File: src/srcs_pkg.sv
// Shared types, opcodes and constants of the sixteen-register processor step block.
package srcs_pkg;

  localparam int DATA_DEPTH = 65536;
  localparam int DATA_AW    = $clog2(DATA_DEPTH);
  localparam int VALID_ROWS = DATA_DEPTH / 32;
  localparam int VALID_RW   = $clog2(VALID_ROWS);
  localparam int QUEUE_DEPTH = 2;

  typedef enum logic [3:0] {
    OP_ADD  = 4'd0,
    OP_SUB  = 4'd1,
    OP_SLT  = 4'd2,
    OP_OR   = 4'd3,
    OP_NAND = 4'd4,
    OP_ADDI = 4'd5,
    OP_SLTI = 4'd6,
    OP_ORI  = 4'd7,
    OP_LUI  = 4'd8,
    OP_LW   = 4'd9,
    OP_SW   = 4'd10,
    OP_BEQ  = 4'd11,
    OP_JALR = 4'd12,
    OP_J    = 4'd13,
    OP_HALT = 4'd14,
    OP_NOP  = 4'd15
  } opcode_t;

  typedef enum logic [1:0] {
    STOP_RUN   = 2'd0,
    STOP_HALT  = 2'd1,
    STOP_END   = 2'd2,
    STOP_RANGE = 2'd3
  } stop_t;

  localparam logic [0:0] REG_PROGRAM_LENGTH = 1'b0;

  typedef struct packed {
    logic          preload;
    opcode_t       op;
    logic [3:0]    rs;
    logic [3:0]    rt;
    logic [3:0]    rd;
    logic [15:0]   imm;
    logic [31:0]   word;
    logic [DATA_AW-1:0] load_addr;
  } item_t;

endpackage

File: src/srcs_front.sv
// Front end: accepts input beats, classifies them and queues them for the back end.
module srcs_front (
  input  logic                 clk,
  input  logic                 rst,
  input  logic                 in_valid,
  output logic                 in_stall,
  input  logic                 func,
  input  logic [31:0]          word,
  input  logic [15:0]          load_addr,
  output logic                 q_valid,
  input  logic                 q_take,
  output srcs_pkg::item_t      q_item,
  input  logic                 hold
);
  import srcs_pkg::*;

  item_t          slots [QUEUE_DEPTH];
  logic           wr_ptr;
  logic           rd_ptr;
  logic [1:0]     count;
  item_t          cls;
  logic           push;

  always_comb begin
    cls.preload   = func;
    cls.op        = opcode_t'(word[27:24]);
    cls.rs        = word[23:20];
    cls.rt        = word[19:16];
    cls.rd        = word[15:12];
    cls.imm       = word[15:0];
    cls.word      = word;
    cls.load_addr = load_addr[DATA_AW-1:0];
  end

  assign in_stall = hold || (count == 2'(QUEUE_DEPTH));
  assign push     = in_valid && !in_stall;
  assign q_valid  = (count != 2'd0);
  assign q_item   = slots[rd_ptr];

  always_ff @(posedge clk) begin
    if (push) begin
      slots[wr_ptr] <= cls;
    end
  end

  always_ff @(posedge clk) begin
    if (rst) begin
      wr_ptr <= 1'b0;
      rd_ptr <= 1'b0;
      count  <= 2'd0;
    end else begin
      if (push) begin
        wr_ptr <= ~wr_ptr;
      end
      if (q_take) begin
        rd_ptr <= ~rd_ptr;
      end
      count <= count + 2'(push) - 2'(q_take);
    end
  end
endmodule

File: config.mk
export PLATFORM = sky130hd
export DESIGN_NAME = srcs_front
export DESIGN_NICKNAME = d
export VERILOG_FILES = /design/src/srcs_pkg.sv /design/src/srcs_front.sv
export SDC_FILE = /design/constraint.sdc
export NUM_CORES = 1
export LEC_CHECK = 0
export BUFFER_PORTS_ARGS = -buffer_cell sky130_fd_sc_hd__buf_2
export CAP_MARGIN = 20
export CORE_MARGIN = 2
export CORE_UTILIZATION = 45
export DETAILED_ROUTE_END_ITERATION = 10
export GPL_TIMING_DRIVEN = 0
export PLACE_DENSITY = 0.73
export SYNTH_ARGS = -nofsm -noshare
export SYNTH_HDL_FRONTEND = slang
export SYNTH_SLANG_ARGS = --single-unit
File: constraint.sdc
create_clock -name clk -period 4.1 [get_ports clk]
set_input_delay 0.82 -clock clk [delete_from_list [all_inputs] [get_ports clk]]
set_output_delay 0.82 -clock clk [all_outputs]
set_load 0.01 [all_outputs]
==> flow_summary.ini, run 1 <==
[status]
status = complete, no violations

[placement]
worst_slack_at_placement_ps = 1490
io_buffers = 136
dpl_cell_area_sq_um = 4990
gp_congestion = 0.719
place_inst = 457
hpwlAfterDp_um = 4710

[synthesis]
avgSynthCellArea_sq_um = 19.4
ys.warnings.count = 0
synth_cells = 209
synth-seq-area-share = 0.751
post_synthesis_net_count = 265
syn-cell-area_sq_um = 4050
synth.distinct_cells = 16
synth-seq-cells = 103

[timing]
finalSetupViolCount = 0
setup-tns-final_ps = 0
clock_skew_ps = 6.05
fmaxAchievable_mhz = 399
setup_repair_after_global_routing_missed_its_margin = no
fin_worst_hold_slack_ps = 521
fin_crit_ps = 2500
finalHoldViolCount = 0
max_slew_headroom_at_the_worst_pin = 0.588
worst_pin_slew_ps = 617
timing_max_transition_violations_final = 0
fin_ws_ps = 1600
min_period_over_period = 0.611

[setup_path]
start_of_the_worst_register_to_register_path = count[0]
path_class = flop to output port
cp_cell_sequence = buf_6 > buf_8 > mux2_4 > buf_4 > buf_2
critPathArrivalTime_ps = 1680
crit_path_max_fanout = 10
worst_ep_required_time_ps = 3280
critical_path.n_buffers_inverters = 4
worst_path_largest_cell_delay_ps = 400
critical_path.top_delay_family = buffers and inverters
ff2ff_path_depth = 5
critical_path.slowest_cell = sky130_fd_sc_hd__dfxtp_1
cp-start-kind = flop
reg2reg_setup_slack_ps = 2060
critPathCaptureType = output port
timing.rr.end = slots[1][11]

[worst_hold_path]
hold_depth = 2
timing.hold.worst.start = rd_ptr
min_path_type = flop to flop

[clock_tree]
cts.path.max_buffers = 2
clock_network_latency_to_the_later_pin_of_the_worst_skew_pair_ps = 350
cts.repair.resized = 0
cts_hold_bufs = 0
clk_pin_slew_worst_paths_ps = 90
root_buffer = sky130_fd_sc_hd__clkbuf_8
cts_num_sinks = 103
htree_depth = 3
tritoncts = done
cts_buffers = 9
postCtsSetupRepairBufs = 0

[layout]
drive_above_1_share = 0.674
commonest_non_fill_non_tap_cell_in_the_layout = sky130_fd_sc_hd__buf_2
mostFrequentLayoutCells = sky130_fd_sc_hd__buf_2 (136), sky130_fd_sc_hd__edfxtp_1 (98), sky130_fd_sc_hd__mux2_2 (40)
n_antenna_cell = 0
final_cell_area_sq_um = 5190
layout.cells.non_filler = 473
final_core_utilization = 0.595
nNetsFinal = 416
synthToLayoutAreaGrowth_pct = 28.1

[power_and_ir_drop]
powerDensity_nw_per_um2 = 434
total_power_mw = 2.25
max-vdd-ir-drop_mv = 0.270
leakagePower_nw = 2.09

[detailed_routing]
final_routed_wire_length_divided_by_cell_count_um = 14.1
route.detailed.vias_per_inst = 4.61
postRouteAntennaNets = 0
drt_iter0_drc = 57
drt_pass1_iterations = 4
drc = 0
via_count_of_the_routed_design = 2179
finalWirelength_um = 6680

[floorplanning]
cell_row_count = 34
i_o_pins = 137
floorplan.die.width_um = 98.9
core-area_sq_um = 8720
initial_core_util = 0.464
die_area_sq_um = 9780
dieHeight_um = 98.9

[global_routing]
grt_max_degree = 19
first_global_vias = 2192
number_of_antenna_violations_at_the_first_check_in_global_routing = 0
global_route_wire_length_before_repair_um = 10300
grt_usage = 0.137
globalRoute.totalOverflow = 0

[job]
maxCapViolations = 0
[area by class of cell]
class | instances | area (sq um)
well taps | 108 | 135
clock inverters | 7 | 71.3
inverters | 2 | 7.51
repair buffers | 140 | 791
plain buffers | 37 | 289
clock buffers | 9 | 124
multi-input cells | 67 | 726
flip-flops and latches | 103 | 3040
fillers | 688 | 3530
[flip-flops by register name, summed over array words and instances, names as in the netlist, named ones only]
name,cells
wr_ptr,1
rd_ptr,1
slots,98
count,2
[cells in the mapped netlist]
library cell	n	area [sq um]
sky130_fd_sc_hd__edfxtp_1	98	2940
sky130_fd_sc_hd__mux2_2	40	450
sky130_fd_sc_hd__buf_4	35	263
sky130_fd_sc_hd__mux2_4	10	150
sky130_fd_sc_hd__nor2_1	7	26.3
sky130_fd_sc_hd__dfxtp_1	5	100
sky130_fd_sc_hd__ha_1	2	25.0
sky130_fd_sc_hd__inv_1	2	7.51
sky130_fd_sc_hd__nand2b_1	2	12.5
sky130_fd_sc_hd__xnor2_1	2	17.5
sky130_fd_sc_hd__buf_6	1	11.3
sky130_fd_sc_hd__buf_8	1	15.0
sky130_fd_sc_hd__nand3b_1	1	7.51
sky130_fd_sc_hd__nor2b_1	1	6.26
sky130_fd_sc_hd__or2_2	1	6.26
sky130_fd_sc_hd__xor2_1	1	8.76
[worst max path at each step]
stage / startpoint / to / slack (ps) / cells after the start
after floorplan: hold / slots[0][0] / 540 / 2
after global placement: hold / slots[1][59] / -810 / 3
after detailed placement: hold / slots[0][46] / 1490 / 5
after CTS: flop / q_item[73] / 1550 / 5
after global routing: flop / q_item[73] / 1500 / 5
final: flop / q_item[73] / 1600 / 5
[metal layers]
metal | track usage | up-vias | routed length, um
met3 | 0.0369 | 9 | 428
met1 | 0.165 | 1036 | 2740
met2 | 0.235 | 85 | 3430
met5 | 0 | - | 0
li1 | - | 1049 | -
met4 | 0.0537 | 0 | 87
[worst reg2reg max path, stage by stage, from the launching register on]
cell	delay, ps
sky130_fd_sc_hd__dfxtp_1	360
sky130_fd_sc_hd__nand2b_1	140
sky130_fd_sc_hd__nand3b_1	270
sky130_fd_sc_hd__nor2_4	580
sky130_fd_sc_hd__buf_16	240
sky130_fd_sc_hd__buf_16	170
[cell families (layout without fill, tap and decap cells)]
| logic type | count (synthesis) | after routing | share of synthesized area |
|---|---|---|---|
| and+or+nand+nor | 12 | 12 | 0.0145 |
| xor gates and xnor gates | 3 | 3 | 0.00649 |
| adders and majority gates | 2 | 2 | 0.00618 |
| DFF | 103 | 103 | 0.751 |
| muxes | 50 | 50 | 0.148 |
| buffers and inverters | 39 | 195 | 0.0732 |
[where the power goes]
part	internal [mW]	total [mW]	switching, mW
Sequential	1.22	1.24	0.0172
Clock	0.284	0.615	0.330
Combinational	0.213	0.399	0.186
Power figures use the tool's default switching activity.
==> run 2: changes to the inputs <==
--- a/config.mk
+++ b/config.mk
@@ -5,13 +5,14 @@
 export SDC_FILE = /design/constraint.sdc
 export NUM_CORES = 1
 export LEC_CHECK = 0
+export ABC_AREA = 1
 export BUFFER_PORTS_ARGS = -buffer_cell sky130_fd_sc_hd__buf_2
 export CAP_MARGIN = 20
 export CORE_MARGIN = 2
 export CORE_UTILIZATION = 45
 export DETAILED_ROUTE_END_ITERATION = 10
 export GPL_TIMING_DRIVEN = 0
-export PLACE_DENSITY = 0.73
+export PLACE_DENSITY = 0.75
 export SYNTH_ARGS = -nofsm -noshare
 export SYNTH_HDL_FRONTEND = slang
 export SYNTH_SLANG_ARGS = --single-unit
==> constraint.sdc (replaced) <==
create_clock -name clk -period 2.1 [get_ports clk]
set_input_delay 0.42 -clock clk [delete_from_list [all_inputs] [get_ports clk]]
set_output_delay 0.42 -clock clk [all_outputs]
set_load 0.01 [all_outputs]
==> run 2 against run 1 <==
Against the previous run:
- via count is 2.0% higher
- area after synthesis is 0.34% higher
- critical path depth is 1 lower
- cell count is 1.3% higher
- die area is 0.32% higher
- combinational power is 64% higher
- total power is 82% higher
- clock-buffer cell count is 2 higher
- global-route usage is 0.79 points higher
- core utilization is 1.2 points lower
- clock skew is 2.3 ps higher
- critical path type unchanged
- largest cell class unchanged
- highest routed layer unchanged
==> flow_summary.ini, run 2 <==
[layout]
commonest_non_fill_non_tap_cell_in_the_layout = sky130_fd_sc_hd__buf_2
final_core_utilization = 0.583
synthToLayoutAreaGrowth_pct = 25.1
reg.largest.list = slots: 98 flops, count: 2 flops
drive_above_1_share = 0.650
nNetsFinal = 422
fill_cells = 711
area.sequential_sq_um = 3040
max_flop_register = slots
mostFrequentLayoutCells = sky130_fd_sc_hd__buf_2 (136), sky130_fd_sc_hd__edfxtp_1 (98), sky130_fd_sc_hd__mux2_2 (39)
n_antenna_cell = 0
layout.cells.non_filler = 479
multi_input_area_sq_um = 709
largest_register_ffs = 98

[synthesis]
synth-seq-area-share = 0.749
post_synthesis_net_count = 274
ys.warnings.count = 0
synth_commonest_cells = sky130_fd_sc_hd__edfxtp_1 (98), sky130_fd_sc_hd__mux2_2 (39), sky130_fd_sc_hd__buf_4 (35)
synth-async-reset-ratio = 0
netlist.top_cell.by_area = sky130_fd_sc_hd__edfxtp_1
syn-cell-area_sq_um = 4060
count_of_flip_flops_with_a_built_in_enable_after_synthesis = 98
synth-seq-cells = 103
synth_cells = 218
netlist.area_leader.share = 0.724
synth_area_leaders = sky130_fd_sc_hd__edfxtp_1 (72%), sky130_fd_sc_hd__mux2_2 (11%), sky130_fd_sc_hd__buf_4 (6.5%)
avgSynthCellArea_sq_um = 18.6
yosys.cell_count.top_type = sky130_fd_sc_hd__edfxtp_1
dominantRegCellSynth = sky130_fd_sc_hd__edfxtp_1
synth.distinct_cells = 16

[floorplanning]
die_area_sq_um = 9810
i_o_pins = 137
floorplan.die.width_um = 99.0
initial_core_util = 0.466
dieHeight_um = 99.0
cell_row_count = 34
core-area_sq_um = 8720

[global_routing]
grt_max_degree = 32
grt_usage = 0.145
global_route_wire_length_before_repair_um = 10900
number_of_antenna_violations_at_the_first_check_in_global_routing = 0
globalRoute.totalOverflow = 0
first_global_vias = 2335

[setup_path]
ff2ff_path_depth = 5
critPathCaptureType = output port
reg2reg_setup_slack_ps = 260
critical_path.n_buffers_inverters = 3
worst_ep_required_time_ps = 1680
path_class = flop to output port
cp-start-kind = flop
crit_path_max_fanout = 10
critical_path.slowest_cell = sky130_fd_sc_hd__dfxtp_2
crit_cells = 4
start_of_the_worst_register_to_register_path = count[0]
cp_cell_sequence = buf_4 > mux2_2 > buf_4 > buf_2
timing.rr.end = slots[0][76]
worst_path_largest_cell_delay_ps = 380
critical_path.top_delay_family = buffers and inverters
critPathMostFrequentCell = sky130_fd_sc_hd__buf_4
critPathArrivalTime_ps = 1570

[detailed_routing]
postRouteAntennaNets = 0
final_routed_wire_length_divided_by_cell_count_um = 14.4
drc = 0
drt_pass1_iterations = 4
via_count_of_the_routed_design = 2222
finalWirelength_um = 6900
route.detailed.vias_per_inst = 4.64
drt_iter0_drc = 57

[power_and_ir_drop]
powerDensity_nw_per_um2 = 806
total_power_mw = 4.10
leakagePower_nw = 2.07
max-vdd-ir-drop_mv = 0.470

[worst_hold_path]
hold-path-endpoint = slots[0][6]
hold_depth = 1
timing.hold.worst.start = load_addr[6]
min_path_type = input port to flop

[job]
maxCapViolations = 0

[clock_tree]
cts_buffers = 9
clk_pin_slew_worst_paths_ps = 100
clock_network_latency_to_the_later_pin_of_the_worst_skew_pair_ps = 350
postCtsSetupRepairBufs = 0
tritoncts = done
cts.path.max_buffers = 2
cts_num_sinks = 103
root_buffer = sky130_fd_sc_hd__clkbuf_8
htree_depth = 3

[timing]
fmaxAchievable_mhz = 504
fin_crit_ps = 1990
timing_max_transition_violations_final = 0
clock_skew_ps = 8.39
max_slew_headroom_at_the_worst_pin = 0.578
worst_pin_slew_ps = 632
setup_repair_after_global_routing_missed_its_margin = no
finalHoldViolCount = 0
finalSetupViolCount = 0
min_period_over_period = 0.946

[placement]
io_buffers = 136
hpwlAfterDp_um = 4810
gp_congestion = 0.677
place_inst = 464

[status]
status = complete, no violations
-- run 2: cell types whose count changed in the layout (fill, tap and decap cells not counted), moves of 2 or more --
cell                       before  now
sky130_fd_sc_hd__nand2b_1       2    0
sky130_fd_sc_hd__buf_16         4    0
sky130_fd_sc_hd__inv_1          2    7
sky130_fd_sc_hd__clkbuf_1       0    2
sky130_fd_sc_hd__nand3_1        0    2
sky130_fd_sc_hd__nand2_1        0    6
sky130_fd_sc_hd__clkinv_2       3    1
sky130_fd_sc_hd__buf_12         0    2
-- run 2: layer usage --
| layer | wire length (um) | GRT usage | share of wire | vias to the layer above |
|---|---|---|---|---|
| met3 | 487 | 0.0582 | 0.071 | 5 |
| li1 | - | - | - | 1067 |
| met4 | 52 | 0.0400 | 0.0075 | 0 |
| met1 | 2820 | 0.167 | 0.41 | 1066 |
| met5 | 0 | 0 | 0 | - |
| met2 | 3540 | 0.251 | 0.51 | 84 |
-- run 2: worst max path at each step --
stage | startpoint | slack (ps) | to
floorplan | hold | 120 | slots[1][0]
global placement | hold | -570 | slots[1][75]
detailed placement | hold | 110 | slots[0][73]
CTS | flop | 10 | q_item[78]
global route | flop | 20 | q_item[67]
finish | flop | 110 | q_item[67]
-- run 2: power by group --
group,internal [mW],total (mW),switching [mW]
Sequential,2.35,2.37,0.0269
Combinational,0.342,0.654,0.312
Clock,0.433,1.07,0.637
Total,3.12,4.10,0.975
-- run 2: final cells by class --
cell class                 instances  area share
clock buffer                      11      0.0258
multi-input combinational         70       0.140
tap                              108      0.0266
sequential                       103       0.599
timing repair buffer             138       0.142
inverter                           8     0.00591
buffer                            36      0.0547
clock inverter                     5     0.00665
-- run 2: cells by family (layout without fill, tap and decap cells) --
group           after synthesis  in the layout  share of synthesized area
simple gates                 17             17                     0.0182
fa+ha+maj                     2              2                    0.00616
mux                          49             49                      0.145
xor+xnor                      1              1                    0.00216
compound gates                1              1                    0.00123
flops                       103            103                      0.749
buf+inv                      45            198                     0.0785
-- run 2: what timing repair did --
item | in CTS | in global routing
endpoints found under the setup margin | 10 | 10
hold buffers | 0 | 0
resized for setup | 1 | 1
-- run 2: per-stage QoR --
| step | instance area (sq um) | worst slack [ps] | hold WS (ps) | setup TNS, ps |
|---|---|---|---|---|
| 5_1_grt | 5080 | 22.9 | 218 | 0 |
| 6_report | 5080 | 114 | 252 | 0 |
| 4_1_cts | 5090 | 14.2 | 232 | 0 |
| 3_5_place_dp | 4930 | 114 | 504 | 0 |
| 3_3_place_gp | 4890 | -570 | 494 | -40420 |
| 2_1_floorplan | 4070 | 118 | 480 | 0 |
==> run 3: changes to the inputs <==
--- a/config.mk
+++ b/config.mk
@@ -8,11 +8,13 @@
 export ABC_AREA = 1
 export BUFFER_PORTS_ARGS = -buffer_cell sky130_fd_sc_hd__buf_2
 export CAP_MARGIN = 20
+export CELL_PAD_IN_SITES_DETAIL_PLACEMENT = 1
+export CELL_PAD_IN_SITES_GLOBAL_PLACEMENT = 1
 export CORE_MARGIN = 2
-export CORE_UTILIZATION = 45
+export CORE_UTILIZATION = 37
 export DETAILED_ROUTE_END_ITERATION = 10
 export GPL_TIMING_DRIVEN = 0
-export PLACE_DENSITY = 0.75
+export PLACE_DENSITY = 0.76
 export SYNTH_ARGS = -nofsm -noshare
 export SYNTH_HDL_FRONTEND = slang
 export SYNTH_SLANG_ARGS = --single-unit
==> run 3 against run 2 <==
Against the previous run:
- fmax decreased by 1.5%
- sequential share of layout area is 0.60 points lower
- worst hold slack lost 8.3 ps
- die area is 21% higher
- critical path type unchanged
- critical endpoint is now q_item[63]
- largest power group unchanged
- highest routed layer unchanged
==> flow_summary.ini, run 3 (synthesis results as in run 2) <==
[setup_path]
start_of_the_worst_register_to_register_path = count[0]
worst_ep_required_time_ps = 1680
reg2reg_setup_slack_ps = 220
timing.rr.end = slots[0][65]
critPathCaptureType = output port
critPathArrivalTime_ps = 1600
crit_path_max_fanout = 10
timing.critical_path.to = q_item[63]
cp-start-kind = flop
ff2ff_path_depth = 5
path_class = flop to output port

[layout]
commonest_non_fill_non_tap_cell_in_the_layout = sky130_fd_sc_hd__buf_2
nNetsFinal = 422
drive_above_1_share = 0.658
max_flop_register = slots
multi_input_area_sq_um = 709
fill_cells = 1107
layout.cells.non_filler = 511
n_antenna_cell = 0
reg.largest.list = slots: 98 flops, count: 2 flops
synthToLayoutAreaGrowth_pct = 26.3
area.sequential_sq_um = 3040
mostFrequentLayoutCells = sky130_fd_sc_hd__buf_2 (136), sky130_fd_sc_hd__edfxtp_1 (98), sky130_fd_sc_hd__mux2_2 (39)
largest_register_ffs = 98

[global_routing]
global_route_wire_length_before_repair_um = 11500
globalRoute.totalOverflow = 0
first_global_vias = 2375
grt_usage = 0.131
number_of_antenna_violations_at_the_first_check_in_global_routing = 0
grt_max_degree = 28

[worst_hold_path]
min_path_type = input port to flop

[timing]
finalHoldViolCount = 0
max_slew_headroom_at_the_worst_pin = 0.518
fin_worst_hold_slack_ps = 244
clock_skew_ps = 11.9
fmaxAchievable_mhz = 496
timing_max_transition_violations_final = 0
setup_repair_after_global_routing_missed_its_margin = yes
worst_pin_slew_ps = 722
min_period_over_period = 0.960
fin_crit_ps = 2020
finalSetupViolCount = 0

[clock_tree]
cts_buffers = 9
postCtsSetupRepairBufs = 0
tritoncts = done
root_buffer = sky130_fd_sc_hd__clkbuf_8
clock_network_latency_to_the_later_pin_of_the_worst_skew_pair_ps = 360
htree_depth = 3
clk_pin_slew_worst_paths_ps = 100
cts_hold_bufs = 0
cts.path.max_buffers = 2
cts_num_sinks = 103

[placement]
place_inst = 496
hpwlAfterDp_um = 5400
io_buffers = 136
gp_congestion = 0.648

[detailed_routing]
final_routed_wire_length_divided_by_cell_count_um = 14.8
drc = 0
via_count_of_the_routed_design = 2271
drt_iter0_drc = 57
drt_pass1_iterations = 4
postRouteAntennaNets = 0
route.detailed.vias_per_inst = 4.44
finalWirelength_um = 7580

[floorplanning]
die_area_sq_um = 11800
cell_row_count = 38
core-area_sq_um = 10800
dieHeight_um = 109
floorplan.die.width_um = 109
i_o_pins = 137
initial_core_util = 0.377

[job]
maxCapViolations = 0

[power_and_ir_drop]
leakagePower_nw = 2.07
powerDensity_nw_per_um2 = 810
max-vdd-ir-drop_mv = 0.513

[status]
status = complete, no violations
## run 3: cell types whose count changed in the layout (fill, tap and decap cells not counted)
cell	previous run	this run
sky130_fd_sc_hd__clkinv_2	1	2
sky130_fd_sc_hd__buf_8	1	0
sky130_fd_sc_hd__clkinvlp_4	1	2
sky130_fd_sc_hd__clkinv_1	1	0
sky130_fd_sc_hd__clkinv_4	1	0
sky130_fd_sc_hd__clkbuf_8	9	10
sky130_fd_sc_hd__clkbuf_1	2	0
sky130_fd_sc_hd__inv_6	1	2
sky130_fd_sc_hd__buf_6	0	1
## run 3: area by class of cell
type                       count  area share
clock inverter                 6     0.00829
clock buffer                  10      0.0268
timing repair buffer         138       0.140
tap                          140      0.0341
inverter                       8     0.00585
multi-input combinational     70       0.138
sequential                   103       0.593
buffer                        36      0.0534
## run 3: where the power goes
part           internal (mW)  leakage [nW]  switching (mW)
combinational          0.341          1.05           0.317
clock                  0.468        0.0891           0.659
sequential              2.35         0.938          0.0272
total                   3.16          2.07            1.00
## run 3: per-stage QoR
step | total power, mW | utilization | setup slack (ps) | instance area [sq um] | setup TNS [ps]
after detailed placement | 3.10 | 0.460 | 71.9 | 4970 | 0
after floorplan | 2.83 | - | 118 | 4070 | 0
final | 4.16 | 0.476 | 84.1 | 5130 | 0
after global routing | 4.36 | 0.476 | -10.8 | 5130 | -24.0
after global placement | 3.07 | 0.457 | -611 | 4930 | -44310
after CTS | 4.23 | 0.476 | 44.0 | 5130 | 0
## run 3: metal layers
| metal | global-route usage | wire length [um] | up-vias |
|---|---|---|---|
| met5 | 0 | 0 | - |
| met4 | 0.0604 | 137 | 0 |
| met3 | 0.0353 | 473 | 10 |
| met2 | 0.227 | 3950 | 88 |
| met1 | 0.151 | 3030 | 1104 |
| li1 | - | - | 1069 |
## run 3: worst min-delay path by stage
stage                  startpoint           end  slack, ps  cells past startpoint
global route             word[29]  slots[0][45]        220                      1
finish                    word[0]  slots[1][48]        240                      1
detailed placement         rd_ptr          flop        520                      2
global placement           rd_ptr        rd_ptr        500                      2
floorplan                  rd_ptr          flop        480                      2
CTS                 load_addr[12]  slots[1][12]        220                      1
## run 3: critical path, stage by stage, from the launching register on
cell	delay (ps)
sky130_fd_sc_hd__dfxtp_2	380
sky130_fd_sc_hd__buf_4	200
sky130_fd_sc_hd__mux2_2	380
sky130_fd_sc_hd__buf_4	140
sky130_fd_sc_hd__buf_2	140
## run 3: timing repair
action                                  4_1_cts  5_1_grt
pin swaps                                     0        0
endpoints found under the setup margin       18        7
gates resized for setup                       1        0
